<file path="src/hw/rtl/rtc_pkg.sv">
// Shared types, constants and the multiply-accumulate program of the
// ray/triangle closest-hit unit. No dependencies.
package rtc_pkg;

  localparam int COORD_WIDTH_DEF = 32;
  localparam int FRAC_BITS_DEF   = 16;
  localparam int DIST_W          = 31;
  localparam int CFG_IDX_W       = 3;
  localparam logic [DIST_W-1:0] DIST_MAX = {DIST_W{1'b1}};

  localparam logic [CFG_IDX_W-1:0] REG_ORIGIN_X = 3'd0;
  localparam logic [CFG_IDX_W-1:0] REG_ORIGIN_Y = 3'd1;
  localparam logic [CFG_IDX_W-1:0] REG_ORIGIN_Z = 3'd2;
  localparam logic [CFG_IDX_W-1:0] REG_DIR_X    = 3'd3;
  localparam logic [CFG_IDX_W-1:0] REG_DIR_Y    = 3'd4;
  localparam logic [CFG_IDX_W-1:0] REG_DIR_Z    = 3'd5;
  localparam logic [CFG_IDX_W-1:0] REG_EPSILON  = 3'd6;

  // operand sources
  localparam logic [4:0] SRC_DIR0 = 5'd0;
  localparam logic [4:0] SRC_DIR1 = 5'd1;
  localparam logic [4:0] SRC_DIR2 = 5'd2;
  localparam logic [4:0] SRC_E10  = 5'd3;
  localparam logic [4:0] SRC_E11  = 5'd4;
  localparam logic [4:0] SRC_E12  = 5'd5;
  localparam logic [4:0] SRC_E20  = 5'd6;
  localparam logic [4:0] SRC_E21  = 5'd7;
  localparam logic [4:0] SRC_E22  = 5'd8;
  localparam logic [4:0] SRC_S0   = 5'd9;
  localparam logic [4:0] SRC_S1   = 5'd10;
  localparam logic [4:0] SRC_S2   = 5'd11;
  localparam logic [4:0] SRC_H0   = 5'd12;
  localparam logic [4:0] SRC_H1   = 5'd13;
  localparam logic [4:0] SRC_H2   = 5'd14;
  localparam logic [4:0] SRC_Q0   = 5'd15;
  localparam logic [4:0] SRC_Q1   = 5'd16;
  localparam logic [4:0] SRC_Q2   = 5'd17;

  // result destinations
  localparam logic [3:0] DST_H0  = 4'd0;
  localparam logic [3:0] DST_H1  = 4'd1;
  localparam logic [3:0] DST_H2  = 4'd2;
  localparam logic [3:0] DST_Q0  = 4'd3;
  localparam logic [3:0] DST_Q1  = 4'd4;
  localparam logic [3:0] DST_Q2  = 4'd5;
  localparam logic [3:0] DST_DET = 4'd6;
  localparam logic [3:0] DST_UN  = 4'd7;
  localparam logic [3:0] DST_VN  = 4'd8;
  localparam logic [3:0] DST_TN  = 4'd9;

  localparam int NUM_STEPS = 24;
  localparam logic [4:0] LAST_STEP = 5'd23;

  typedef struct packed {
    logic [4:0] a_src;
    logic [4:0] b_src;
    logic       neg;
    logic       first;
    logic       last;
    logic [3:0] dest;
  } step_t;

  function automatic step_t mk(input logic [4:0] a, input logic [4:0] b, input logic n,
                               input logic f, input logic l, input logic [3:0] d);
    step_t s;
    s.a_src = a;
    s.b_src = b;
    s.neg   = n;
    s.first = f;
    s.last  = l;
    s.dest  = d;
    return s;
  endfunction

  function automatic step_t get_step(input logic [4:0] i);
    step_t s;
    case (i)
      5'd0:  s = mk(SRC_DIR1, SRC_E22, 1'b0, 1'b1, 1'b0, DST_H0);
      5'd1:  s = mk(SRC_DIR2, SRC_E21, 1'b1, 1'b0, 1'b1, DST_H0);
      5'd2:  s = mk(SRC_DIR2, SRC_E20, 1'b0, 1'b1, 1'b0, DST_H1);
      5'd3:  s = mk(SRC_DIR0, SRC_E22, 1'b1, 1'b0, 1'b1, DST_H1);
      5'd4:  s = mk(SRC_DIR0, SRC_E21, 1'b0, 1'b1, 1'b0, DST_H2);
      5'd5:  s = mk(SRC_DIR1, SRC_E20, 1'b1, 1'b0, 1'b1, DST_H2);
      5'd6:  s = mk(SRC_S1,   SRC_E12, 1'b0, 1'b1, 1'b0, DST_Q0);
      5'd7:  s = mk(SRC_S2,   SRC_E11, 1'b1, 1'b0, 1'b1, DST_Q0);
      5'd8:  s = mk(SRC_S2,   SRC_E10, 1'b0, 1'b1, 1'b0, DST_Q1);
      5'd9:  s = mk(SRC_S0,   SRC_E12, 1'b1, 1'b0, 1'b1, DST_Q1);
      5'd10: s = mk(SRC_S0,   SRC_E11, 1'b0, 1'b1, 1'b0, DST_Q2);
      5'd11: s = mk(SRC_S1,   SRC_E10, 1'b1, 1'b0, 1'b1, DST_Q2);
      5'd12: s = mk(SRC_H0,   SRC_E10, 1'b0, 1'b1, 1'b0, DST_DET);
      5'd13: s = mk(SRC_H1,   SRC_E11, 1'b0, 1'b0, 1'b0, DST_DET);
      5'd14: s = mk(SRC_H2,   SRC_E12, 1'b0, 1'b0, 1'b1, DST_DET);
      5'd15: s = mk(SRC_H0,   SRC_S0,  1'b0, 1'b1, 1'b0, DST_UN);
      5'd16: s = mk(SRC_H1,   SRC_S1,  1'b0, 1'b0, 1'b0, DST_UN);
      5'd17: s = mk(SRC_H2,   SRC_S2,  1'b0, 1'b0, 1'b1, DST_UN);
      5'd18: s = mk(SRC_Q0,   SRC_DIR0, 1'b0, 1'b1, 1'b0, DST_VN);
      5'd19: s = mk(SRC_Q1,   SRC_DIR1, 1'b0, 1'b0, 1'b0, DST_VN);
      5'd20: s = mk(SRC_Q2,   SRC_DIR2, 1'b0, 1'b0, 1'b1, DST_VN);
      5'd21: s = mk(SRC_Q0,   SRC_E20, 1'b0, 1'b1, 1'b0, DST_TN);
      5'd22: s = mk(SRC_Q1,   SRC_E21, 1'b0, 1'b0, 1'b0, DST_TN);
      5'd23: s = mk(SRC_Q2,   SRC_E22, 1'b0, 1'b0, 1'b1, DST_TN);
      default: s = mk(SRC_DIR0, SRC_DIR0, 1'b0, 1'b1, 1'b1, DST_H0);
    endcase
    return s;
  endfunction

endpackage

</file>
<file path="src/hw/rtl/rtc_fifo.sv">
// Two-entry queue between front and back end. Depends on rtc_pkg.
module rtc_fifo import rtc_pkg::*; #(
  parameter int WIDTH = 1
) (
  input  logic             clk,
  input  logic             rst,
  input  logic             push_valid,
  output logic             push_ready,
  input  logic [WIDTH-1:0] push_data,
  output logic             pop_valid,
  input  logic             pop,
  output logic [WIDTH-1:0] pop_data
);

  logic [WIDTH-1:0] mem [2];
  logic             wr_ptr;
  logic             rd_ptr;
  logic [1:0]       count;
  logic             do_push;
  logic             do_pop;

  assign push_ready = (count != 2'd2);
  assign pop_valid  = (count != 2'd0);
  assign pop_data   = mem[rd_ptr];
  assign do_push    = push_valid && push_ready;
  assign do_pop     = pop && pop_valid;

  always_ff @(posedge clk) begin
    if (rst) begin
      wr_ptr <= 1'b0;
      rd_ptr <= 1'b0;
      count  <= 2'd0;
    end else begin
      if (do_push) wr_ptr <= !wr_ptr;
      if (do_pop) rd_ptr <= !rd_ptr;
      count <= count + {1'b0, do_push} - {1'b0, do_pop};
    end
    if (do_push) mem[wr_ptr] <= push_data;
  end

`ifndef NO_ASSERTIONS
  a_count_range: assert property (@(posedge clk) disable iff (rst) count != 2'd3)
    else $error("queue count out of range");
  a_no_pop_empty: assert property (@(posedge clk) disable iff (rst)
    (count == 2'd0) |-> !do_pop) else $error("pop from empty queue");
  a_ptr_track: assert property (@(posedge clk) disable iff (rst)
    (count == 2'd0 || count == 2'd2) |-> (wr_ptr == rd_ptr))
    else $error("queue pointers disagree with count");
`endif

endmodule

</file>
<file path="config.mk">
export PLATFORM = sky130hd
export DESIGN_NAME = rtc_fifo
export DESIGN_NICKNAME = d
export VERILOG_FILES = /design/src/hw/rtl/rtc_pkg.sv /design/src/hw/rtl/rtc_fifo.sv
export SDC_FILE = /design/constraint.sdc
export NUM_CORES = 1
export LEC_CHECK = 0
export BUFFER_PORTS_ARGS = -buffer_cell sky130_fd_sc_hd__buf_2
export CORE_AREA = 2 2 39 41
export CTS_CLUSTER_SIZE = 8
export DETAILED_ROUTE_END_ITERATION = 10
export DIE_AREA = 0 0 41 43
export GPL_TIMING_DRIVEN = 0
export HOLD_SLACK_MARGIN = 0.06
export SLEW_MARGIN = 40
export SYNTH_ARGS = -nofsm -noshare
export SYNTH_HDL_FRONTEND = slang
export SYNTH_SLANG_ARGS = --single-unit
</file>
<file path="constraint.sdc">
create_clock -name clk -period 3.6 [get_ports clk]
set_clock_uncertainty 0.2 [all_clocks]
set_input_delay 0.54 -clock clk [delete_from_list [all_inputs] [get_ports clk]]
set_output_delay 0.54 -clock clk [all_outputs]
set_load 0.05 [all_outputs]
</file>
# Word level (Yosys, flattened, before mapping)
# Memory sizes are Yosys's and may differ from the RTL's. A register that Yosys moved wholly into a read port is not among the register bits.
# Index checks and enable logic that the tools add are counted.
# op_classes
eq_ne,1
reduce_logical,5
addsub,2
n_mux,4
# ops
operator,n
two-way mux 1 bit,4
adder 2 x 1 -> 2 bit,1
logical AND 1 bit,2
logical NOT 1 bit,2
inequality test 2 bit (second input constant),1
nonzero test 2 bit,1
subtractor 2 x 1 -> 2 bit,1
# word_totals
input_bits,5
ram_bits,2
output_inout_bits,3
ff_bits,4
memories,1
# mem_list
name,depth,width,rd,rd_clocked_by_memory_dff,wr,line_no,text
mem,2,1,1,1,1,rtc_fifo.sv:15,logic [WIDTH-1:0] mem [2];

# Longest topological paths before layout
# depth
depth_word,4
mapped_depth,6

# Least setup slack after synthesis
# OpenSTA, ideal clock, no wires.
# synth_timing
kind,input port to flip-flop
startpoint,input port push_valid
endpoint,register count[1]
required_ps,3277
path_slack_ps,1768
arrival_ps,1509
path_stages,6
setup_time_ps,123
cell_sequence,nor2b_1 > a211oi_1 > nor2_1 > ha_1 > and2b_1 > mux2_1
# synth_via
elab_chain_len,3
# synth_lines
item,line_no,text
start: declaration,rtc_fifo.sv:7,"input logic push_valid,"
logical AND 1 bit,rtc_fifo.sv:25,assign do_push = push_valid && push_ready;
adder 2 x 1 -> 2 bit,rtc_fifo.sv:36,"count <= count + {1'b0, do_push} - {1'b0, do_pop};"
subtractor 2 x 1 -> 2 bit,rtc_fifo.sv:36,
end signal: assignment,rtc_fifo.sv:36,
end: declaration,rtc_fifo.sv:18,logic [1:0] count;
# No other way between the ends.
# A chain may end at the register's enable or synchronous reset.

# Worst setup path after layout
# layout_timing
startpoint,register count[0]
endpoint,output port push_ready
# layout_via
elab_chain_len,1
# layout_lines
item,line_no,text
inequality test 2 bit,rtc_fifo.sv:22,assign push_ready = (count != 2'd2);
end: declaration,rtc_fifo.sv:8,"output logic push_ready,"
# No other way between the ends.

==> flow_summary.json <==
{
  "grt_util_all_layers_pct": 7.762,
  "final-seq-area_sq_um": 160.2,
  "r2r-end": "count[1]",
  "crit_path_max_fanout": 8,
  "dieHeight_um": 43,
  "syn-num-nets": 38,
  "synth_top_family_by_area": "simple AND/OR/NAND/NOR gates",
  "synthXorXnorAreaFrac_pct": 2.662,
  "cts_tree": "yes",
  "wl_um": 519,
  "initial_core_util_pct": 23.78,
  "vias": 266,
  "n_fill_cell": 146,
  "dieArea_sq_um": 1763,
  "drtIter0Drc": 7,
  "fin_setup_tns_ns": 0,
  "ff2ff_path_depth": 6,
  "post-cts-setup-buffer-count": 0,
  "dpl.hpwl_um": 379.7,
  "slew_violations": 0,
  "cts_made_buffers": 3,
  "drive_gt1_share_pct": 30.23,
  "drtPass1Iterations": 3,
  "via_per_inst": 4.508,
  "setup_violations": 0,
  "nNetsFinal": 50,
  "die-width_um": 41,
  "ioPinCount": 8,
  "fin_crit_sh_pct": 52.69,
  "p_per_area_nw_per_um2": 711.1,
  "ant_nets": 0,
  "hold_path_class": "input port to register",
  "grt_pass1_wl_um": 828,
  "status": "complete, no violations",
  "yosysSeqAreaShare_pct": 48.67,
  "async_flop_share_pct": 0,
  "antenna_cells": 0,
  "io_buffers": 7,
  "root_buffer": "clkbuf_4",
  "crit_type": "register to primary output",
  "yosys_most_used_dff": "dfxtp_1",
  "ys_ff_latch": 7,
  "synth_area_sq_um": 329.1,
  "core.rowCount": 14,
  "r2r_start": "count[1]",
  "synth-edff-count": 2,
  "overflow": 0,
  "multi_input_area_sq_um": 165.2,
  "grt_pass1_vias": 214,
  "antenna_found_initial": 0,
  "worst_ep_arrival_time_ns": 1.16,
  "yosysTopAreaCell": "dfxtp_1",
  "synth.distinct_cells": 21,
  "grt_max_degree": 9,
  "synth-compound-area-share_pct": 15.59,
  "cts_buffer_depth": 2,
  "drc": 0,
  "crit_path_start_kind": "register",
  "irDropWorstVdd_mv": 0.3353,
  "cp-end-kind": "primary output",
  "hold-path-cell-count": 1,
  "h-tree-depth": 1,
  "worst_pin_slew_ns": 0.2469,
  "hp-start": "push_data",
  "synthAdderAreaFrac_pct": 3.802,
  "synthMuxAreaShare_pct": 6.844,
  "path_clk_slew_ns": 0.05,
  "max-cap-violations": 0,
  "period_needed_ns": 1.897,
  "synthSimpleGateAreaFrac_pct": 21.29,
  "wl_per_cell_um": 8.797,
  "gp_congestion": 0.6572,
  "fmax_mhz": 527.2,
  "worstHoldEndpoint": "mem[0]",
  "hold_violations": 0,
  "clock-sinks": 7,
  "maxSlewHeadroom_pct": 83.65,
  "syn_area_per_cell_sq_um": 10.28,
  "p_leak_nw": 0.1849,
  "synth_top_area_share_pct": 30.42,
  "grt_setup_unrepaired": "no",
  "r2r_slack_ns": 1.89,
  "synth_cells": 32,
  "hold_slack_ns": 0.2798,
  "yosys-top-cells-area": "dfxtp_1 30%, edfxtp_1 18%, nor2_1 5.7%",
  "cp.required_ns": 2.86,
  "postCtsResizedCells": 0,
  "cts_hold_buf": 0,
  "total_power_mw": 0.2918,
  "clk_latency_ns": 0.25,
  "ys.warnings.count": 0,
  "design.core.area_sq_um": 1384,
  "syn2layout_area_growth_pct": 24.71,
  "ys_top_cells_by_count": "5 x dfxtp_1, 5 x nor2_1, 2 x edfxtp_1, 2 x nor2b_1, 2 x o21ai_0"
}
cell usage in the layout (no fill, tap or decap):
cell      Yosys  final
inv_1         1      1
a21oi_1       1      1
o21ai_0       2      2
xor2_1        1      1
nor2_1        5      5
and2b_1       1      1
or2_2         1      1
dfxtp_1       5      5
clkbuf_1      0      1
a211oi_1      1      1
nand2b_1      1      1
mux2_1        1      1
a32oi_1       1      1
edfxtp_1      2      2
mux2_2        1      1
a21bo_2       1      1
and3_1        1      1
nand3_1       1      1
nand3b_1      1      1
ha_1          1      1
nor2b_1       2      2
clkbuf_4      0      3
buf_2         0      7
a21bo_1       1      1
cell type report:
type | count | share of cell area (%)
Sequential cell | 7 | 39.02
Clock buffer | 4 | 6.402
Multi-Input combinational cell | 24 | 40.24
Timing Repair Buffer | 7 | 8.537
Inverter | 1 | 0.9146
Tap cell | 16 | 4.878
worst max-delay path, cell delays in order (launching register included):
cell	delay [ns]
dfxtp_1	0.44
nand2b_1	0.19
buf_2	0.28
kinds of logic after synthesis:
group / after synthesis
XOR/XNOR: 1
buffers and inverters: 1
AO/OA/AOI/OAI: 7
adder cells (fa/ha/maj): 1
AND/OR/NAND/NOR: 13
multiplexers: 2
flip-flops: 7
where the power goes:
group / internal (mW) / switching (mW)
clock: 0.0422 / 0.0276
sequential: 0.0995 / 0.0159
combinational: 0.0396 / 0.0670
routing by layer:
metal | vias up | wire length [um] | GRT usage (%)
li1 | 136 | - | -
met1 | 118 | 231 | 8.143
met2 | 10 | 217 | 8.750
met3 | 2 | 61 | 9.424
met4 | 0 | 9 | 4.000
met5 | - | 0 | 0
worst max-delay path by stage:
stage | startpoint | end | depth (start not counted)
final | count[0] | push_ready | 2
after global routing | count[0] | push_ready | 2
after CTS | count[0] | push_ready | 2
after detailed placement | push_valid | count[1] | 7
after global placement | push_valid | count[1] | 7
after floorplan | push_valid | count[1] | 6
through the flow:
step | cell area, sq um | utilization, % | cells | setup slack, ns
after floorplan | 329.1 | - | 32 | 1.768
after global placement | 384.1 | 27.76 | 55 | 1.552
after detailed placement | 384.1 | 27.76 | 55 | 1.539
after CTS | 410.4 | 29.66 | 59 | 1.690
after global routing | 410.4 | 29.66 | 59 | 1.619
final | 410.4 | 29.66 | 59 | 1.703
Power figures use the tool's default switching activity.
