[config.mk]
export PLATFORM = sky130hd
export DESIGN_NAME = rtc_front
export DESIGN_NICKNAME = d
export VERILOG_FILES = /design/src/hw/rtl/rtc_pkg.sv /design/src/hw/rtl/rtc_front.sv
export SDC_FILE = /design/constraint.sdc
export NUM_CORES = 1
export LEC_CHECK = 0
export ABC_CLOCK_PERIOD_IN_PS = 15390
export CAP_MARGIN = 20
export CORE_MARGIN = 4
export CORE_UTILIZATION = 34
export DETAILED_ROUTE_END_ITERATION = 10
export DONT_BUFFER_PORTS = 1
export PLACE_DENSITY = 0.47
export RECOVER_POWER = 100
export REMOVE_ABC_BUFFERS = 1
export SYNTH_ARGS = -nofsm -noshare
export SYNTH_HDL_FRONTEND = slang
export SYNTH_SLANG_ARGS = --single-unit
[constraint.sdc]
create_clock -name clk -period 15.39 [get_ports clk]
set_input_delay 1.539 -clock clk [delete_from_list [all_inputs] [get_ports clk]]
set_output_delay 1.539 -clock clk [all_outputs]
set_load 0.05 [all_outputs]
[src/hw/rtl/rtc_pkg.sv]
// Shared types, constants and the multiply-accumulate program of the
// ray/triangle closest-hit unit. No dependencies.
package rtc_pkg;

  localparam int COORD_WIDTH_DEF = 32;
  localparam int FRAC_BITS_DEF   = 16;
  localparam int DIST_W          = 31;
  localparam int CFG_IDX_W       = 3;
  localparam logic [DIST_W-1:0] DIST_MAX = {DIST_W{1'b1}};

  localparam logic [CFG_IDX_W-1:0] REG_ORIGIN_X = 3'd0;
  localparam logic [CFG_IDX_W-1:0] REG_ORIGIN_Y = 3'd1;
  localparam logic [CFG_IDX_W-1:0] REG_ORIGIN_Z = 3'd2;
  localparam logic [CFG_IDX_W-1:0] REG_DIR_X    = 3'd3;
  localparam logic [CFG_IDX_W-1:0] REG_DIR_Y    = 3'd4;
  localparam logic [CFG_IDX_W-1:0] REG_DIR_Z    = 3'd5;
  localparam logic [CFG_IDX_W-1:0] REG_EPSILON  = 3'd6;

  // operand sources
  localparam logic [4:0] SRC_DIR0 = 5'd0;
  localparam logic [4:0] SRC_DIR1 = 5'd1;
  localparam logic [4:0] SRC_DIR2 = 5'd2;
  localparam logic [4:0] SRC_E10  = 5'd3;
  localparam logic [4:0] SRC_E11  = 5'd4;
  localparam logic [4:0] SRC_E12  = 5'd5;
  localparam logic [4:0] SRC_E20  = 5'd6;
  localparam logic [4:0] SRC_E21  = 5'd7;
  localparam logic [4:0] SRC_E22  = 5'd8;
  localparam logic [4:0] SRC_S0   = 5'd9;
  localparam logic [4:0] SRC_S1   = 5'd10;
  localparam logic [4:0] SRC_S2   = 5'd11;
  localparam logic [4:0] SRC_H0   = 5'd12;
  localparam logic [4:0] SRC_H1   = 5'd13;
  localparam logic [4:0] SRC_H2   = 5'd14;
  localparam logic [4:0] SRC_Q0   = 5'd15;
  localparam logic [4:0] SRC_Q1   = 5'd16;
  localparam logic [4:0] SRC_Q2   = 5'd17;

  // result destinations
  localparam logic [3:0] DST_H0  = 4'd0;
  localparam logic [3:0] DST_H1  = 4'd1;
  localparam logic [3:0] DST_H2  = 4'd2;
  localparam logic [3:0] DST_Q0  = 4'd3;
  localparam logic [3:0] DST_Q1  = 4'd4;
  localparam logic [3:0] DST_Q2  = 4'd5;
  localparam logic [3:0] DST_DET = 4'd6;
  localparam logic [3:0] DST_UN  = 4'd7;
  localparam logic [3:0] DST_VN  = 4'd8;
  localparam logic [3:0] DST_TN  = 4'd9;

  localparam int NUM_STEPS = 24;
  localparam logic [4:0] LAST_STEP = 5'd23;

  typedef struct packed {
    logic [4:0] a_src;
    logic [4:0] b_src;
    logic       neg;
    logic       first;
    logic       last;
    logic [3:0] dest;
  } step_t;

  function automatic step_t mk(input logic [4:0] a, input logic [4:0] b, input logic n,
                               input logic f, input logic l, input logic [3:0] d);
    step_t s;
    s.a_src = a;
    s.b_src = b;
    s.neg   = n;
    s.first = f;
    s.last  = l;
    s.dest  = d;
    return s;
  endfunction

  function automatic step_t get_step(input logic [4:0] i);
    step_t s;
    case (i)
      5'd0:  s = mk(SRC_DIR1, SRC_E22, 1'b0, 1'b1, 1'b0, DST_H0);
      5'd1:  s = mk(SRC_DIR2, SRC_E21, 1'b1, 1'b0, 1'b1, DST_H0);
      5'd2:  s = mk(SRC_DIR2, SRC_E20, 1'b0, 1'b1, 1'b0, DST_H1);
      5'd3:  s = mk(SRC_DIR0, SRC_E22, 1'b1, 1'b0, 1'b1, DST_H1);
      5'd4:  s = mk(SRC_DIR0, SRC_E21, 1'b0, 1'b1, 1'b0, DST_H2);
      5'd5:  s = mk(SRC_DIR1, SRC_E20, 1'b1, 1'b0, 1'b1, DST_H2);
      5'd6:  s = mk(SRC_S1,   SRC_E12, 1'b0, 1'b1, 1'b0, DST_Q0);
      5'd7:  s = mk(SRC_S2,   SRC_E11, 1'b1, 1'b0, 1'b1, DST_Q0);
      5'd8:  s = mk(SRC_S2,   SRC_E10, 1'b0, 1'b1, 1'b0, DST_Q1);
      5'd9:  s = mk(SRC_S0,   SRC_E12, 1'b1, 1'b0, 1'b1, DST_Q1);
      5'd10: s = mk(SRC_S0,   SRC_E11, 1'b0, 1'b1, 1'b0, DST_Q2);
      5'd11: s = mk(SRC_S1,   SRC_E10, 1'b1, 1'b0, 1'b1, DST_Q2);
      5'd12: s = mk(SRC_H0,   SRC_E10, 1'b0, 1'b1, 1'b0, DST_DET);
      5'd13: s = mk(SRC_H1,   SRC_E11, 1'b0, 1'b0, 1'b0, DST_DET);
      5'd14: s = mk(SRC_H2,   SRC_E12, 1'b0, 1'b0, 1'b1, DST_DET);
      5'd15: s = mk(SRC_H0,   SRC_S0,  1'b0, 1'b1, 1'b0, DST_UN);
      5'd16: s = mk(SRC_H1,   SRC_S1,  1'b0, 1'b0, 1'b0, DST_UN);
      5'd17: s = mk(SRC_H2,   SRC_S2,  1'b0, 1'b0, 1'b1, DST_UN);
      5'd18: s = mk(SRC_Q0,   SRC_DIR0, 1'b0, 1'b1, 1'b0, DST_VN);
      5'd19: s = mk(SRC_Q1,   SRC_DIR1, 1'b0, 1'b0, 1'b0, DST_VN);
      5'd20: s = mk(SRC_Q2,   SRC_DIR2, 1'b0, 1'b0, 1'b1, DST_VN);
      5'd21: s = mk(SRC_Q0,   SRC_E20, 1'b0, 1'b1, 1'b0, DST_TN);
      5'd22: s = mk(SRC_Q1,   SRC_E21, 1'b0, 1'b0, 1'b0, DST_TN);
      5'd23: s = mk(SRC_Q2,   SRC_E22, 1'b0, 1'b0, 1'b1, DST_TN);
      default: s = mk(SRC_DIR0, SRC_DIR0, 1'b0, 1'b1, 1'b1, DST_H0);
    endcase
    return s;
  endfunction

endpackage

[src/hw/rtl/rtc_front.sv]
// Front end: accepts triangle transactions and forms edge and origin offset
// vectors for the back end. Depends on rtc_pkg.
module rtc_front import rtc_pkg::*; #(
  parameter int COORD_WIDTH = COORD_WIDTH_DEF
) (
  input  logic                   clk,
  input  logic                   rst,
  input  logic                   in_valid,
  output logic                   in_ready,
  input  logic [COORD_WIDTH-1:0] vertex0_x,
  input  logic [COORD_WIDTH-1:0] vertex0_y,
  input  logic [COORD_WIDTH-1:0] vertex0_z,
  input  logic [COORD_WIDTH-1:0] vertex1_x,
  input  logic [COORD_WIDTH-1:0] vertex1_y,
  input  logic [COORD_WIDTH-1:0] vertex1_z,
  input  logic [COORD_WIDTH-1:0] vertex2_x,
  input  logic [COORD_WIDTH-1:0] vertex2_y,
  input  logic [COORD_WIDTH-1:0] vertex2_z,
  input  logic                   last_triangle,
  input  logic [COORD_WIDTH-1:0] origin_x,
  input  logic [COORD_WIDTH-1:0] origin_y,
  input  logic [COORD_WIDTH-1:0] origin_z,
  output logic                   push_valid,
  input  logic                   push_ready,
  output logic [9*(COORD_WIDTH+1):0] push_data
);

  localparam int EW = COORD_WIDTH + 1;

  logic          hold_valid;
  logic [9*EW:0] hold_data;

  function automatic logic [EW-1:0] dif(input logic [COORD_WIDTH-1:0] a,
                                        input logic [COORD_WIDTH-1:0] b);
    return {a[COORD_WIDTH-1], a} - {b[COORD_WIDTH-1], b};
  endfunction

  assign in_ready   = !hold_valid || push_ready;
  assign push_valid = hold_valid;
  assign push_data  = hold_data;

  always_ff @(posedge clk) begin
    if (rst) begin
      hold_valid <= 1'b0;
    end else if (in_ready) begin
      hold_valid <= in_valid;
    end
    if (in_ready && in_valid) begin
      hold_data <= {last_triangle,
                    dif(origin_z, vertex0_z), dif(origin_y, vertex0_y),
                    dif(origin_x, vertex0_x),
                    dif(vertex2_z, vertex0_z), dif(vertex2_y, vertex0_y),
                    dif(vertex2_x, vertex0_x),
                    dif(vertex1_z, vertex0_z), dif(vertex1_y, vertex0_y),
                    dif(vertex1_x, vertex0_x)};
    end
  end

endmodule

# Word-level counts from Yosys, hierarchy flattened
# Index checks and enable logic that the tools add are counted.
dict set report word_totals {
  register_bits 299
  memories 0
  inputBits 389
  ram_bits 0
  latchBits 0
  rom_bits 0
}
dict set report op_classes {
  div_mod_pow 0
  muxes 0
  eq_ne 0
  reduce_logical 3
  mul 0
  n_shift 0
  addsub 9
  bitwise_logic 0
  n_lt_le_gt_ge 0
}
# op count
set op_table {}
lappend op_table {{32-bit by 32-bit subtractor with 33-bit output} 9}
lappend op_table {{1-bit logical AND} 1}
lappend op_table {{1-bit zero test} 1}
lappend op_table {{1-bit logical OR} 1}

# Depth between registers and ports, before layout
dict set report logic_depth {
  word_depth 3
  depth_mapped 13
  ltp_nobuf 13
}

# Worst setup path before layout
# No wires, ideal clock.
dict set report synth_path {
  path_type {input port to flip-flop}
  startpoint {input push_ready}
  endpoint {register hold_data[0] (netlist: push_data[0]) (enable)}
  n_path_buf 0
  arrival_time_ns 8.814
  stages 2
  slack_ns 5.880
  required_time_ns 14.694
  cell_sequence {nand2b_1 > and2_1}
}
dict set report synth_between {
  elab_chain_cells 2
}
# element line_no
set synth_rtl {}
lappend synth_rtl {{from (decl)} rtc_front.sv:24} ;# input logic push_ready,
lappend synth_rtl {{1-bit logical OR} rtc_front.sv:38} ;# assign in_ready = !hold_valid || push_ready;
lappend synth_rtl {{1-bit logical AND} rtc_front.sv:48} ;# if (in_ready && in_valid) begin
lappend synth_rtl {{to (signal assigned)} rtc_front.sv:49} ;# hold_data <= {last_triangle,
lappend synth_rtl {{to (decl)} rtc_front.sv:31} ;# logic [9*EW:0] hold_data;
# Every way passes these cells.
# A chain may end at the register's enable or synchronous reset.

# Worst setup path after layout
dict set report layout_path {
  startpoint {input push_ready}
  endpoint {register hold_data[263] (netlist: push_data[263]) (enable)}
}
# The elaborated chain is that of the path after synthesis.

==> metrics <==
status complete, but fails checks; failing checks max-capacitance violations, max-slew violations; Min Hold Slack 1.06 ns; Slowest Stage Delay on Critical Path 2.70 ns; Synth cell types 75; most frequent cells after synthesis 298 x edfxtp_1, 288 x ha_1, 214 x a21oi_1; min-delay src rst; Async SR Flop Fraction 0%; largest net degree at the start of global routing 151; post-cts sizing count 0; Area contributors post-synth edfxtp_1 39%, ha_1 16%, xnor2_1 6.2%, a21oi_1 4.6%, a21o_1 4.3%; Synth Cell Area 23000 um^2; switching share of power 39.1%; final setup TNS 0 ns; top_reg_cell synth edfxtp_1; Worst setup SP type input pin; Core Rows 95; top cell type's share of synthesized area 38.8%; routed len/inst 24.1 um; total core area 67200 um^2; clock tree sinks 299; gr ovfl total 0; fmax 0.143 GHz; PwrDens 121 nW/um^2; Total Routing Usage GR 20.5%; first-pass GRT wire length 112000 um; clock power share 29.0%; Leak 10.7 nW; vias post-DR 18000; share of cells above drive strength 1 2.49%; Initial Util 34.3%; CP max FO 150; total CTS buffers 41; Final setup viols 0; cell internal pwr 0.00186 W; worst skew pair latency 0.54 ns; Die W 268 um; CTS tree built; Ports 689; reg-to-reg setup timing slack 8.86 ns; Post-synth EDFFs 298; worst-margin pin slew 3.75 ns; hold_buf cts 0; CP Capture Type register; post-route ant nets 0; CP arrival 7.05 ns; vias in the first global route 17700; share of the yosys chip area belonging to registers 38.9%; clk root buf clkbuf_16; period utilisation layout 45.4%; antenna violations before repair 20; cell with the most instances after synthesis edfxtp_1; Mapped Cells 2325; DP Wirelength 64800 um; Slew headroom -150%; post-synth top area cell edfxtp_1; Layout Nets 3035; Hold Path Stages 1; worst min path class input pin to register; GPL Wtd Cong 0.940; DRT iter0 DRCs 1073; combinational share of power 21.9%; clk slew on worst S/H paths 0.06 ns; Max-Cap Viols 3; worst r2r src push_valid$_SDFFE_PP0N_; unrepaired setup endpoints after global routing false; die height 268 um; Die ar. 72000 um^2; DRC viols 0; RR Endpoint push_data[263]$_DFFE_PP_; WP data required 15.46 ns; Max VDD drop 0.0000758 V; synthesis-stage register bit count 299; PortBufs 0; NetSw 0.00119 W; maximum clock path buffer count 3; H-tree depth 2; DRT Wirelength 78500 um; critical path cell sequence nand2b_1, and2_0, buf_12, clkbuf_1; Ys Warns 0; clock skew 0.0100 ns; R2R cell count 4; postcts setup bufs 0; min cycle time layout 6.99 ns; Final Hold Viols 0; Worst Setup SP push_ready; crit path kind input pin to register; Via density 5.51; slowest cell on the critical path clkbuf_1; Final Max Tran Viols 153; Seq pwr share 49.1%; synth-to-layout area growth 9.62%; Pre-antenna DRT Iters 5; Hold EP push_valid$_SDFFE_PP0N_; syn avg cell area 9.91 um^2
-- final cells by class --
cell class,instances,area (um^2)
multi-input combinational,1808,13200
fill,6758,41900
clock inverter,15,118
timing repair buffer,3,27.5
clock buffer,52,1070
tap,873,1090
sequential,299,8970
inverter,196,736
antenna,13,32.5
-- sequential cells by signal (all words and copies together) (netlist names) --
signal and flops:
push_valid 1, push_data 298
-- layout by cell type (no fill, tap or decap), drive strengths merged, types with 81 or more instances in the layout --
cell type,count
nand2,127
a21o,131
ha,288
o21ai,137
a21oi,215
xor2,81
edfxtp,298
nor2,143
inv,195
xnor2,163
-- metal layers --
layer | vias up | wire length [um] | part of all wire (%) | global-route usage (%)
met4 | 20 | 2330 | 3.0 | 6.68
met2 | 574 | 39400 | 50 | 36.5
li1 | 8697 | - | - | -
met1 | 8540 | 28200 | 36 | 21.6
met3 | 120 | 8480 | 11 | 9.44
met5 | - | 123 | 0.16 | 0
-- power by group through the flow --
| stage | Combinational (W) | Clock, W | Sequential, W |
|---|---|---|---|
| after global routing | 0.000750 | 0.000950 | 0.00151 |
| final | 0.000668 | 0.000885 | 0.00150 |
| after floorplan | 0.000524 | 0 | 0.00147 |
| after global placement | 0.000667 | 0 | 0.00151 |
| after CTS | 0.000676 | 0.000916 | 0.00150 |
| after detailed placement | 0.000671 | 0 | 0.00151 |
-- cell families (layout without fill, tap and decap cells) --
family	Yosys count	in the layout	synth area share, %
AND/OR/NAND/NOR	538	538	11.3
buffers and inverters	218	266	3.55
AO/OA/AOI/OAI	727	727	20.5
other	0	13	0
XOR/XNOR	244	244	9.28
adder cells (fa/ha/maj)	297	297	16.4
flip-flops	299	299	38.9
multiplexers	2	2	0.0869
-- worst max-delay path: cells and delay by family --
family        cells  cell delay [ns]
buf+inv           2             3.35
simple gates      2             1.93
-- through the flow --
step | setup WS, ns | std cells | total power, W | cell area, um^2 | util [%]
after floorplan | 5.88 | 2303 | 0.00200 | 23000 | -
after global placement | 10.42 | 3179 | 0.00218 | 24100 | 35.9
after detailed placement | 10.36 | 3179 | 0.00218 | 24100 | 35.9
after CTS | 10.95 | 3246 | 0.00309 | 25300 | 37.6
after global routing | 7.77 | 3253 | 0.00320 | 25200 | 37.6
final | 8.40 | 3259 | 0.00305 | 25300 | 37.6
-- worst max path at each step --
stage	endpoint	slack [ns]
2_1_floorplan	push_data[0]$_DFFE_PP_	5.88
3_3_place_gp	push_data[131]$_DFFE_PP_	10.42
3_5_place_dp	push_data[131]$_DFFE_PP_	10.36
4_1_cts	push_data[131]$_DFFE_PP_	10.95
5_1_grt	push_data[60]$_DFFE_PP_	7.77
6_report	push_data[263]$_DFFE_PP_	8.40
Note: power is estimated with default switching activity, not from simulation.
