<file path="src/hw/rtl/rtc_pkg.sv">
// Shared types, constants and the multiply-accumulate program of the
// ray/triangle closest-hit unit. No dependencies.
package rtc_pkg;

  localparam int COORD_WIDTH_DEF = 32;
  localparam int FRAC_BITS_DEF   = 16;
  localparam int DIST_W          = 31;
  localparam int CFG_IDX_W       = 3;
  localparam logic [DIST_W-1:0] DIST_MAX = {DIST_W{1'b1}};

  localparam logic [CFG_IDX_W-1:0] REG_ORIGIN_X = 3'd0;
  localparam logic [CFG_IDX_W-1:0] REG_ORIGIN_Y = 3'd1;
  localparam logic [CFG_IDX_W-1:0] REG_ORIGIN_Z = 3'd2;
  localparam logic [CFG_IDX_W-1:0] REG_DIR_X    = 3'd3;
  localparam logic [CFG_IDX_W-1:0] REG_DIR_Y    = 3'd4;
  localparam logic [CFG_IDX_W-1:0] REG_DIR_Z    = 3'd5;
  localparam logic [CFG_IDX_W-1:0] REG_EPSILON  = 3'd6;

  // operand sources
  localparam logic [4:0] SRC_DIR0 = 5'd0;
  localparam logic [4:0] SRC_DIR1 = 5'd1;
  localparam logic [4:0] SRC_DIR2 = 5'd2;
  localparam logic [4:0] SRC_E10  = 5'd3;
  localparam logic [4:0] SRC_E11  = 5'd4;
  localparam logic [4:0] SRC_E12  = 5'd5;
  localparam logic [4:0] SRC_E20  = 5'd6;
  localparam logic [4:0] SRC_E21  = 5'd7;
  localparam logic [4:0] SRC_E22  = 5'd8;
  localparam logic [4:0] SRC_S0   = 5'd9;
  localparam logic [4:0] SRC_S1   = 5'd10;
  localparam logic [4:0] SRC_S2   = 5'd11;
  localparam logic [4:0] SRC_H0   = 5'd12;
  localparam logic [4:0] SRC_H1   = 5'd13;
  localparam logic [4:0] SRC_H2   = 5'd14;
  localparam logic [4:0] SRC_Q0   = 5'd15;
  localparam logic [4:0] SRC_Q1   = 5'd16;
  localparam logic [4:0] SRC_Q2   = 5'd17;

  // result destinations
  localparam logic [3:0] DST_H0  = 4'd0;
  localparam logic [3:0] DST_H1  = 4'd1;
  localparam logic [3:0] DST_H2  = 4'd2;
  localparam logic [3:0] DST_Q0  = 4'd3;
  localparam logic [3:0] DST_Q1  = 4'd4;
  localparam logic [3:0] DST_Q2  = 4'd5;
  localparam logic [3:0] DST_DET = 4'd6;
  localparam logic [3:0] DST_UN  = 4'd7;
  localparam logic [3:0] DST_VN  = 4'd8;
  localparam logic [3:0] DST_TN  = 4'd9;

  localparam int NUM_STEPS = 24;
  localparam logic [4:0] LAST_STEP = 5'd23;

  typedef struct packed {
    logic [4:0] a_src;
    logic [4:0] b_src;
    logic       neg;
    logic       first;
    logic       last;
    logic [3:0] dest;
  } step_t;

  function automatic step_t mk(input logic [4:0] a, input logic [4:0] b, input logic n,
                               input logic f, input logic l, input logic [3:0] d);
    step_t s;
    s.a_src = a;
    s.b_src = b;
    s.neg   = n;
    s.first = f;
    s.last  = l;
    s.dest  = d;
    return s;
  endfunction

  function automatic step_t get_step(input logic [4:0] i);
    step_t s;
    case (i)
      5'd0:  s = mk(SRC_DIR1, SRC_E22, 1'b0, 1'b1, 1'b0, DST_H0);
      5'd1:  s = mk(SRC_DIR2, SRC_E21, 1'b1, 1'b0, 1'b1, DST_H0);
      5'd2:  s = mk(SRC_DIR2, SRC_E20, 1'b0, 1'b1, 1'b0, DST_H1);
      5'd3:  s = mk(SRC_DIR0, SRC_E22, 1'b1, 1'b0, 1'b1, DST_H1);
      5'd4:  s = mk(SRC_DIR0, SRC_E21, 1'b0, 1'b1, 1'b0, DST_H2);
      5'd5:  s = mk(SRC_DIR1, SRC_E20, 1'b1, 1'b0, 1'b1, DST_H2);
      5'd6:  s = mk(SRC_S1,   SRC_E12, 1'b0, 1'b1, 1'b0, DST_Q0);
      5'd7:  s = mk(SRC_S2,   SRC_E11, 1'b1, 1'b0, 1'b1, DST_Q0);
      5'd8:  s = mk(SRC_S2,   SRC_E10, 1'b0, 1'b1, 1'b0, DST_Q1);
      5'd9:  s = mk(SRC_S0,   SRC_E12, 1'b1, 1'b0, 1'b1, DST_Q1);
      5'd10: s = mk(SRC_S0,   SRC_E11, 1'b0, 1'b1, 1'b0, DST_Q2);
      5'd11: s = mk(SRC_S1,   SRC_E10, 1'b1, 1'b0, 1'b1, DST_Q2);
      5'd12: s = mk(SRC_H0,   SRC_E10, 1'b0, 1'b1, 1'b0, DST_DET);
      5'd13: s = mk(SRC_H1,   SRC_E11, 1'b0, 1'b0, 1'b0, DST_DET);
      5'd14: s = mk(SRC_H2,   SRC_E12, 1'b0, 1'b0, 1'b1, DST_DET);
      5'd15: s = mk(SRC_H0,   SRC_S0,  1'b0, 1'b1, 1'b0, DST_UN);
      5'd16: s = mk(SRC_H1,   SRC_S1,  1'b0, 1'b0, 1'b0, DST_UN);
      5'd17: s = mk(SRC_H2,   SRC_S2,  1'b0, 1'b0, 1'b1, DST_UN);
      5'd18: s = mk(SRC_Q0,   SRC_DIR0, 1'b0, 1'b1, 1'b0, DST_VN);
      5'd19: s = mk(SRC_Q1,   SRC_DIR1, 1'b0, 1'b0, 1'b0, DST_VN);
      5'd20: s = mk(SRC_Q2,   SRC_DIR2, 1'b0, 1'b0, 1'b1, DST_VN);
      5'd21: s = mk(SRC_Q0,   SRC_E20, 1'b0, 1'b1, 1'b0, DST_TN);
      5'd22: s = mk(SRC_Q1,   SRC_E21, 1'b0, 1'b0, 1'b0, DST_TN);
      5'd23: s = mk(SRC_Q2,   SRC_E22, 1'b0, 1'b0, 1'b1, DST_TN);
      default: s = mk(SRC_DIR0, SRC_DIR0, 1'b0, 1'b1, 1'b1, DST_H0);
    endcase
    return s;
  endfunction

endpackage

</file>
<file path="src/hw/rtl/rtc_back.sv">
// Back end: bit-serial multiply-accumulate over the intersection products,
// the inside tests, restoring division for t and the closest-hit state.
// Depends on rtc_pkg.
module rtc_back import rtc_pkg::*; #(
  parameter int COORD_WIDTH = COORD_WIDTH_DEF,
  parameter int FRAC_BITS   = FRAC_BITS_DEF
) (
  input  logic                       clk,
  input  logic                       rst,
  input  logic                       head_valid,
  input  logic [9*(COORD_WIDTH+1):0] head_data,
  output logic                       head_pop,
  input  logic [COORD_WIDTH-1:0]     dir_x,
  input  logic [COORD_WIDTH-1:0]     dir_y,
  input  logic [COORD_WIDTH-1:0]     dir_z,
  input  logic [DIST_W-1:0]          eps,
  output logic                       out_valid,
  input  logic                       out_ready,
  output logic                       triangle_hit,
  output logic [DIST_W-1:0]          triangle_distance,
  output logic                       any_hit,
  output logic [DIST_W-1:0]          closest_distance,
  output logic                       mesh_done
);

  localparam int EW = COORD_WIDTH + 1;
  localparam int HW = 2 * EW + 1;
  localparam int DW = 3 * EW + 3;
  localparam int QW = DW + 32;
  localparam int BW = $clog2(EW);
  localparam logic [BW-1:0] BIT_LAST = BW'(EW - 1);

  localparam logic [2:0] S_IDLE = 3'd0;
  localparam logic [2:0] S_MLD  = 3'd1;
  localparam logic [2:0] S_MUL  = 3'd2;
  localparam logic [2:0] S_FIX  = 3'd3;
  localparam logic [2:0] S_CHK  = 3'd4;
  localparam logic [2:0] S_DIV  = 3'd5;
  localparam logic [2:0] S_FIN  = 3'd6;

  logic [2:0]        state;
  logic [4:0]        step_idx;
  logic [BW-1:0]     bitc;
  logic [DW-1:0]     acc;
  logic [DW-1:0]     pp;
  logic [EW-1:0]     mb;
  logic [HW-1:0]     h0, h1, h2, q0, q1, q2;
  logic [DW-1:0]     det, un, vn, tn;
  logic              ok;
  logic [QW-1:0]     rem;
  logic [QW-1:0]     dvs;
  logic [4:0]        qcnt;
  logic [DIST_W-1:0] tq;
  logic [DIST_W-1:0] best;
  logic              found;

  step_t         st;
  logic [HW-1:0] a_val;
  logic [EW-1:0] b_val;
  logic [DW-1:0] addend;
  logic          sub;
  logic [DW-1:0] acc_next;
  logic [EW-1:0] e1_0, e1_1, e1_2, e2_0, e2_1, e2_2, s_0, s_1, s_2;
  logic [EW-1:0] d_0, d_1, d_2;
  logic          last_in;
  logic          neg;
  logic [DW:0]   uv_sum;
  logic          pass;
  logic [QW-1:0] eps_sh;
  logic [QW-1:0] num;
  logic [QW-1:0] sat_lim;
  logic          hit;
  logic          out_free;

  assign e1_0    = head_data[0*EW +: EW];
  assign e1_1    = head_data[1*EW +: EW];
  assign e1_2    = head_data[2*EW +: EW];
  assign e2_0    = head_data[3*EW +: EW];
  assign e2_1    = head_data[4*EW +: EW];
  assign e2_2    = head_data[5*EW +: EW];
  assign s_0     = head_data[6*EW +: EW];
  assign s_1     = head_data[7*EW +: EW];
  assign s_2     = head_data[8*EW +: EW];
  assign last_in = head_data[9*EW];
  assign d_0     = {dir_x[COORD_WIDTH-1], dir_x};
  assign d_1     = {dir_y[COORD_WIDTH-1], dir_y};
  assign d_2     = {dir_z[COORD_WIDTH-1], dir_z};

  function automatic logic [HW-1:0] sx(input logic [EW-1:0] v);
    return {{(HW-EW){v[EW-1]}}, v};
  endfunction

  always_comb begin
    st = get_step(step_idx);
    case (st.a_src)
      SRC_DIR0: a_val = sx(d_0);
      SRC_DIR1: a_val = sx(d_1);
      SRC_DIR2: a_val = sx(d_2);
      SRC_S0:   a_val = sx(s_0);
      SRC_S1:   a_val = sx(s_1);
      SRC_S2:   a_val = sx(s_2);
      SRC_H0:   a_val = h0;
      SRC_H1:   a_val = h1;
      SRC_H2:   a_val = h2;
      SRC_Q0:   a_val = q0;
      SRC_Q1:   a_val = q1;
      SRC_Q2:   a_val = q2;
      default:  a_val = '0;
    endcase
    case (st.b_src)
      SRC_DIR0: b_val = d_0;
      SRC_DIR1: b_val = d_1;
      SRC_DIR2: b_val = d_2;
      SRC_E10:  b_val = e1_0;
      SRC_E11:  b_val = e1_1;
      SRC_E12:  b_val = e1_2;
      SRC_E20:  b_val = e2_0;
      SRC_E21:  b_val = e2_1;
      SRC_E22:  b_val = e2_2;
      SRC_S0:   b_val = s_0;
      SRC_S1:   b_val = s_1;
      SRC_S2:   b_val = s_2;
      default:  b_val = '0;
    endcase
  end

  // signed multiplier bit: the top bit of b carries negative weight
  assign sub      = (bitc == BIT_LAST) ^ st.neg;
  assign addend   = mb[0] ? pp : '0;
  assign acc_next = sub ? (acc - addend) : (acc + addend);

  assign neg     = det[DW-1];
  assign uv_sum  = {1'b0, un} + {1'b0, vn};
  assign eps_sh  = QW'(eps) << (2 * FRAC_BITS);
  assign num     = QW'(tn) << FRAC_BITS;
  assign sat_lim = QW'(det) << DIST_W;
  assign pass    = (det != '0) && (QW'(det) >= eps_sh) && !un[DW-1] && (un <= det)
                   && !vn[DW-1] && (uv_sum <= {1'b0, det}) && !tn[DW-1];
  assign hit      = ok && (tq > eps);
  assign out_free = !out_valid || out_ready;
  assign head_pop = (state == S_FIN) && out_free;

  always_ff @(posedge clk) begin
    if (rst) begin
      state     <= S_IDLE;
      step_idx  <= '0;
      bitc      <= '0;
      out_valid <= 1'b0;
      best      <= DIST_MAX;
      found     <= 1'b0;
    end else begin
      if ((state == S_FIN) && out_free) begin
        out_valid <= 1'b1;
      end else if (out_ready) begin
        out_valid <= 1'b0;
      end
      case (state)
        S_IDLE: begin
          if (head_valid) begin
            step_idx <= '0;
            state    <= S_MLD;
          end
        end
        S_MLD: begin
          pp    <= {{(DW-HW){a_val[HW-1]}}, a_val};
          mb    <= b_val;
          bitc  <= '0;
          if (st.first) acc <= '0;
          state <= S_MUL;
        end
        S_MUL: begin
          acc  <= acc_next;
          pp   <= pp << 1;
          mb   <= mb >> 1;
          bitc <= bitc + 1'b1;
          if (bitc == BIT_LAST) begin
            if (st.last) begin
              case (st.dest)
                DST_H0:  h0  <= acc_next[HW-1:0];
                DST_H1:  h1  <= acc_next[HW-1:0];
                DST_H2:  h2  <= acc_next[HW-1:0];
                DST_Q0:  q0  <= acc_next[HW-1:0];
                DST_Q1:  q1  <= acc_next[HW-1:0];
                DST_Q2:  q2  <= acc_next[HW-1:0];
                DST_DET: det <= acc_next;
                DST_UN:  un  <= acc_next;
                DST_VN:  vn  <= acc_next;
                DST_TN:  tn  <= acc_next;
                default: ;
              endcase
            end
            if (step_idx == LAST_STEP) begin
              state <= S_FIX;
            end else begin
              step_idx <= step_idx + 1'b1;
              state    <= S_MLD;
            end
          end
        end
        S_FIX: begin
          if (neg) begin
            det <= -det;
            un  <= -un;
            vn  <= -vn;
            tn  <= -tn;
          end
          state <= S_CHK;
        end
        S_CHK: begin
          ok <= pass;
          if (!pass) begin
            tq    <= '0;
            state <= S_FIN;
          end else if (num >= sat_lim) begin
            tq    <= DIST_MAX;
            state <= S_FIN;
          end else begin
            tq    <= '0;
            rem   <= num;
            dvs   <= QW'(det) << (DIST_W - 1);
            qcnt  <= 5'(DIST_W - 1);
            state <= S_DIV;
          end
        end
        S_DIV: begin
          if (rem >= dvs) begin
            rem <= rem - dvs;
            tq  <= {tq[DIST_W-2:0], 1'b1};
          end else begin
            tq  <= {tq[DIST_W-2:0], 1'b0};
          end
          dvs  <= dvs >> 1;
          qcnt <= qcnt - 1'b1;
          if (qcnt == '0) state <= S_FIN;
        end
        S_FIN: begin
          if (out_free) begin
            triangle_hit      <= hit;
            triangle_distance <= hit ? tq : '0;
            any_hit           <= found || hit;
            closest_distance  <= (hit && (tq < best)) ? tq : best;
            mesh_done         <= last_in;
            if (last_in) begin
              found <= 1'b0;
              best  <= DIST_MAX;
            end else if (hit) begin
              found <= 1'b1;
              if (tq < best) best <= tq;
            end
            state <= S_IDLE;
          end
        end
        default: state <= S_IDLE;
      endcase
    end
  end

`ifndef NO_ASSERTIONS
  a_div_only_on_pass: assert property (@(posedge clk) disable iff (rst)
    (state == S_DIV) |-> ok) else $error("division on rejected triangle");
  a_miss_zero: assert property (@(posedge clk) disable iff (rst)
    (out_valid && !triangle_hit) |-> (triangle_distance == '0))
    else $error("distance on a miss");
  a_closest_bound: assert property (@(posedge clk) disable iff (rst)
    (out_valid && triangle_hit) |-> (any_hit && closest_distance <= triangle_distance))
    else $error("closest distance above this hit");
  a_pop_only_fin: assert property (@(posedge clk) disable iff (rst)
    head_pop |=> (state == S_IDLE && out_valid)) else $error("pop without result");
`endif

endmodule

</file>
<file path="config.mk">
export PLATFORM = sky130hd
export DESIGN_NAME = rtc_back
export DESIGN_NICKNAME = d
export VERILOG_FILES = /design/src/hw/rtl/rtc_pkg.sv /design/src/hw/rtl/rtc_back.sv
export SDC_FILE = /design/constraint.sdc
export NUM_CORES = 2
export LEC_CHECK = 0
export CAP_MARGIN = 40
export CORE_ASPECT_RATIO = 1.2
export CORE_MARGIN = 4
export CORE_UTILIZATION = 35
export CTS_BUF_LIST = sky130_fd_sc_hd__clkbuf_8
export DETAILED_ROUTE_END_ITERATION = 10
export DONT_BUFFER_PORTS = 1
export SLEW_MARGIN = 20
export SYNTH_ARGS = -nofsm -noshare
export SYNTH_HDL_FRONTEND = slang
export SYNTH_SLANG_ARGS = --single-unit
</file>
<file path="constraint.sdc">
create_clock -name clk -period 14.4 [get_ports clk]
set_input_delay 2.16 -clock clk [delete_from_list [all_inputs] [get_ports clk]]
set_output_delay 2.16 -clock clk [all_outputs]
set_load 0.005 [all_outputs]
</file>
### Word level (Yosys, flattened, before mapping)

Memory sizes are Yosys's and may differ from the RTL's. A register that Yosys moved wholly into a read port is not among the register bits.
Index checks and enable logic that the tools add are counted.

* memory bits (read-only): 512
* input port bits: 429
* register bits: 1464
* memories kept: 1

* equal/unequal tests: 54
* $lt $le $gt $ge: 7
* reductions and logical operators: 50
* mux-type cells: 65
* bitwise operators: 2
* add/subtract/negate cells: 11

Memory list
* (name not given): depth 32, bits a word 16, rd ports 1, clocked after memory_dff 1, wr ports 0, line rtc_pkg.sv:77 `case (i)`

Operator list (count)
* $mux W102: 19
* $pmux W102 S2: 6
* $pmux W67 S12: 1
* $mux W134: 5
* $pmux W134 S2: 2
* $neg A102 Y102: 4
* $pmux W33 S12: 1
* $mux W31: 6
* $ge A134 B134 Y1: 1
* $sub A134 B134 Y134: 1
* $ge A118 B133 Y1: 1
* $add A102 B102 Y103: 1
* $le A103 B102 Y1: 1
* $add A102 B102 Y102: 1
* $ge A102 B63 Y1: 1
* $le A102 B102 Y1: 1
* $reduce_bool A102 Y1: 1
* $sub A102 B102 Y102: 1
* $pmux W33 S2: 1
* $pmux W31 S2: 1
* $eq A5 B4 Y1 const B: 11
* $reduce_and A5 Y1: 8
* $mux W5: 7
* $gt A31 B31 Y1: 1
* 37 further kinds: 106

### Longest topological paths before layout

* depth after elaboration: 9
* gate-level depth with buffers: 34
* gate-level depth less buffers: 28

### Least setup slack after synthesis

Ideal clock, no wire load.

* kind: flip-flop to flip-flop
* start: register vn[15]
* end: register rem[0], enable pin
* clock period less this slack: 12.101 ns
* arrival time: 11.593 ns
* setup slack: 2.299 ns
* library setup time: 0.508 ns
* buffers on the path: 0
* stages on the path, launching flop included: 26
* path through: edfxtp_1 ha_1 and4_1 nand3_1 nor4b_1 o31ai_1 o31a_1 o31a_1 o21ai_0 a41oi_1 o31ai_1 a41o_1 a21oi_1 xnor2_1 ha_1 nand4_1 nor3_1 nand4_1 nor4_1 a22oi_1 o21ai_0 nand4_1 a41o_1 nor2_1 o21a_1 and2_1

* cells in the longest elaborated chain, start to end: 6

RTL lines
* start, declared: line rtc_back.sv:48 `logic [DW-1:0] det, un, vn, tn;`
* start signal, assigned: line rtc_back.sv:187 `DST_VN: vn <= acc_next;`
* start signal, assigned: line rtc_back.sv:204 `vn <= -vn;`
* $add A102 B102 Y103: line rtc_back.sv:133 `assign uv_sum = {1'b0, un} + {1'b0, vn};`
* $le A103 B102 Y1: line rtc_back.sv:138 `&& !vn[DW-1] && (uv_sum <= {1'b0, det}) && !tn[DW-1];`
* $logic_and A1 B1 Y1 (2 in a row): line rtc_back.sv:138
* $ne A2 B2 Y1 (no line)
* $reduce_and A5 Y1 (no line)
* end signal, assigned: line rtc_back.sv:219 `rem <= num;`
* end signal, assigned: line rtc_back.sv:227 `rem <= rem - dvs;`
* end, declared: line rtc_back.sv:50 `logic [QW-1:0] rem;`

Every way passes these cells.
A chain may end at the register's enable or synchronous reset.

### Worst setup path after layout

* start: register un[2]
* end: register rem[0], enable pin

* cells in the longest elaborated chain, start to end: 7
* elaborated cells between the ends (all ways): 9
* classes of those cells: add/sub (1); order compare (2); eq/ne (1); reduce/logical (5)

RTL lines
* start, declared: line rtc_back.sv:48
* start signal, assigned: line rtc_back.sv:186 `DST_UN: un <= acc_next;`
* start signal, assigned: line rtc_back.sv:203 `un <= -un;`
* parallel branches: the longest is 3 deep, another holds $add A102 B102 Y103
* $logic_and A1 B1 Y1 * (2 in a row): line rtc_back.sv:138
* $ne A2 B2 Y1 (no line) *
* $reduce_and A5 Y1 (no line) *

Every way passes the cells marked *.

==> results.txt <==
The endpoint class of the critical path is a flip-flop. The mean routed wirelength per cell came out at 29.7 um. The layout filler cell count is 28000.

Detailed routing inserted a total of 85800 vias. Clock tree synthesis found a total of 1478 sinks. The most used flip-flop cell after synthesis is edfxtp_1.

Of the available clock period, the critical path in the final layout requires 64.3%. The kind of critical path is reg -> reg. The fraction of layout instances using a drive strength above 1 is 7.78%. In this run the number of H-tree levels came out at 5. The boundary pin count came out at 496. The tree is rooted in a clkbuf_8.

The worst path needs 9.26 ns of the cycle, external delays included. Yosys mapped a number of flops with a built-in enable equal to 1415. The number of max-slew violations in the final report is 0. The synthesized instance count is 10200. The data arrival time at the worst-slack endpoint is 9.86 ns. Of all flip-flops after synthesis, the portion carrying an async set or reset was 0%. Setup repair after global routing left no endpoint under its margin. TritonCTS built the clock tree. The total global routing track utilization came out at 27.6%. The register bit count reported by yosys is 1478. The run finished with clean final reports. The number of endpoints failing setup at the final stage is 0. The vias per cell came out at 6.02. The floorplan step defined a die boundary enclosing 0.292 mm^2. The first-pass iteration count of the detailed router came out at 8. The post-layout worst setup margin is 5.14 ns. Buffers inserted to repair hold after CTS numbered 0. The chip width came out at 494 um. The mean instance size in the synthesized netlist came out at 9.72 um^2.

The leakage power is 0.0415 uW. The DRC violations left is 0. The maximum net fanout on the critical path came out at 52. After routing, the total negative slack on setup checks comes to 0 ns. The weighted congestion at the end of routability-driven global placement is 1.01. The number of antenna violations at the first check in global routing came out at 103.

The number of nets in the synthesized netlist came out at 11400. The clock transition at the registers of the reported paths came out at 0.06 ns. The combined area of all synthesized cells is 0.0993 mm^2. The residual overflow from global routing is 0. Summing the sequential cell areas from Yosys gives 44.1% of the chip area. The peak clock frequency supported by timing is 108 MHz. The number of warnings reported in the yosys synthesis log came out at 0. Summing all placed instances gives a cell area of 0.104 mm^2. The via count of the first global-routing pass came to 82500. The die outline height is 591 um. The hold violation count in the final report came out at 0. The total half-perimeter wirelength after legalization and detailed placement came out at 329000 um. After floorplanning, the core was divided into 213 placement rows. From synthesis to final layout, the design area changed by 10.8%. The count of input and output buffers came out at 0. The placement-stage worst setup slack is 5.36 ns. The setup skew after layout is 0.102 ns. In this run the tightest slew margin relative to its limit is 17.0%. The count of distinct cell types in the synthesized netlist is 95. Clock latency on the worst-skew pair, taken at its later pin, is 0.99 ns.

The final instance area came out at 0.110 mm^2. The total wire length is 423000 um. The worst setup path is launched from a flip-flop. The total power draw is 14400 uW. For the worst setup path, the data required time is 15.00 ns. The count of nets left with antenna violations after detail routing is 0.

The number of CTS-inserted buffers came out at 278. In this run the deepest clock path goes through 4 buffers. Entering global routing, the biggest net connects 164 pins. For this design the ratio of total power to cell area is 131 mW/mm^2. The number of gates resized after CTS was 0. The worst min-delay path category is reg -> reg.

The layout net count came out at 11400. Post-CTS timing repair inserted 0 buffers for setup. The core region is 0.281 mm^2. Across the VDD grid, the largest voltage drop is 0.0936 mV.

For this block, the initial DRC count from the detailed router was 9252. The transition at the pin with the smallest max-transition slack is 1.25 ns. The max capacitance violation total is 0. The first global-routing pass estimated 594000 um of wire. The starting utilization of the core area came out at 35.3%.
==> state kept, by name, indices dropped and copies added, names as in the netlist, 67 cells and up <==
name and cells:
rem 134, dvs 132, acc 102, det 102
pp 102, tn 102, un 102, vn 102
h0 67, h1 67, h2 67, q0 67
q1 67, q2 67
==> critical path, stage by stage (launching register included) <==
cell and delay [ns]:
edfxtp_1 0.50, ha_1 0.40, o21ai_0 0.15, o21ai_0 0.45
nor4b_1 0.43, o31ai_1 0.20, o31a_1 0.38, o31a_1 0.39
o21ai_0 0.59, a41oi_1 0.32, o31ai_1 0.57, a41o_1 0.40
a21oi_1 0.13, xnor2_1 0.16, ha_1 0.30, nand4_1 0.12
nor3_1 0.42, nand4_1 0.27, nor4_1 0.34, a22oi_1 0.11
o21ai_0 0.09, nand4_1 0.12, a41o_1 0.44, nor2_1 0.27
o21a_4 0.15, and2_4 0.48, buf_4 0.34, buf_16 0.29
==> final cells by class <==
cell class	instances	area [um^2]	share of cell area [%]
diodes	39	97.6	0.0887
clock buffers	287	3950	3.59
clock inverters	201	1310	1.19
inverters	460	1730	1.57
multi-input cells	7781	52400	47.6
flip-flops and latches	1478	43800	39.8
well taps	3762	4710	4.28
repair buffers	242	2080	1.90
==> logic make-up (layout without fill, tap and decap cells) <==
kind of cell | after synthesis | count (layout) | share of synthesized area, %
AND/OR/NAND/NOR | 3111 | 3111 | 15.2
AO/OA/AOI/OAI | 3083 | 3083 | 20.1
flip-flops | 1478 | 1478 | 44.1
buffers and inverters | 959 | 1190 | 3.63
XOR/XNOR | 759 | 759 | 6.71
adder cells (fa/ha/maj) | 735 | 735 | 9.28
multiplexers | 93 | 93 | 0.997
other | 0 | 39 | 0
==> Yosys cell counts (54+ instances only) <==
library cell | n | area, um^2
a22o_1 | 149 | 1310
nor2b_1 | 66 | 413
clkbuf_1 | 459 | 1720
inv_1 | 458 | 1720
o21ai_0 | 880 | 4400
a21o_1 | 382 | 2870
nand2b_1 | 80 | 500
a21oi_1 | 633 | 3170
xnor2_1 | 420 | 3680
a22oi_1 | 168 | 1260
nand2_1 | 942 | 3540
and2_1 | 139 | 870
o31ai_1 | 59 | 443
dfxtp_1 | 63 | 1260
xor2_1 | 337 | 2950
a31oi_1 | 66 | 413
or4_1 | 68 | 510
or3_1 | 108 | 676
nand3_1 | 217 | 1090
a221oi_1 | 169 | 1480
nor4_1 | 107 | 669
edfxtp_1 | 1415 | 42500
nand4_1 | 241 | 1510
a211oi_1 | 54 | 405
ha_1 | 732 | 9160
o21a_1 | 77 | 578
o21bai_1 | 103 | 773
nor3_1 | 248 | 1240
nor2_1 | 705 | 2650
==> metal layers <==
metal | global-route usage, % | vias up | wire (um)
met5 | 0.812 | - | 204
met4 | 9.21 | 30 | 15000
met3 | 5.60 | 701 | 33000
met2 | 43.0 | 3720 | 190000
met1 | 38.0 | 42800 | 184000
li1 | - | 38600 | -
==> stage by stage <==
stage               std cells  util [%]  hold slack (ns)
detailed placement      13700      37.1            0.502
finish                  14300      39.1            0.510
floorplan               10200         -            0.465
global placement        13700      36.9            0.481
global route            14200      39.1            0.531
CTS                     14200      39.0            0.512
==> report_power, final <==
part	internal (uW)	switching, uW
sequential	5510	137
clock	2130	1960
combinational	1330	3360
total	8970	5460
==> cell usage in the layout (no fill, tap or decap), types with 61 or more instances in the layout <==
| cell type | instances |
|---|---|
| a21o_1 | 382 |
| a21oi_1 | 629 |
| a221oi_1 | 168 |
| a22o_1 | 149 |
| a22oi_1 | 168 |
| a31oi_1 | 64 |
| and2_1 | 135 |
| buf_4 | 200 |
| clkbuf_8 | 287 |
| dfxtp_1 | 61 |
| edfxtp_1 | 1415 |
| ha_1 | 732 |
| inv_1 | 532 |
| nand2_1 | 939 |
| nand2b_1 | 80 |
| nand3_1 | 217 |
| nand4_1 | 241 |
| nor2_1 | 688 |
| nor2b_1 | 65 |
| nor3_1 | 238 |
| nor4_1 | 103 |
| o21a_1 | 74 |
| o21ai_0 | 879 |
| o21bai_1 | 103 |
| or3_1 | 108 |
| or4_1 | 68 |
| xnor2_1 | 415 |
| xor2_1 | 333 |
==> worst paths after layout <==
kind / end / from / slack (ns) / depth (start not counted)
setup / recovery: rem[0]$_SDFFCE_PN0P_ / un[2]$_DFFE_PP_ / 5.14 / 27
hold / removal: found$_SDFFE_PP0P_ / found$_SDFFE_PP0P_ / 0.51 / 2
setup reg to reg: rem[0]$_SDFFCE_PN0P_ / un[2]$_DFFE_PP_ / 5.14 / 27
hold reg to reg: found$_SDFFE_PP0P_ / found$_SDFFE_PP0P_ / 0.51 / 2
(Power assumes the default switching activity.)
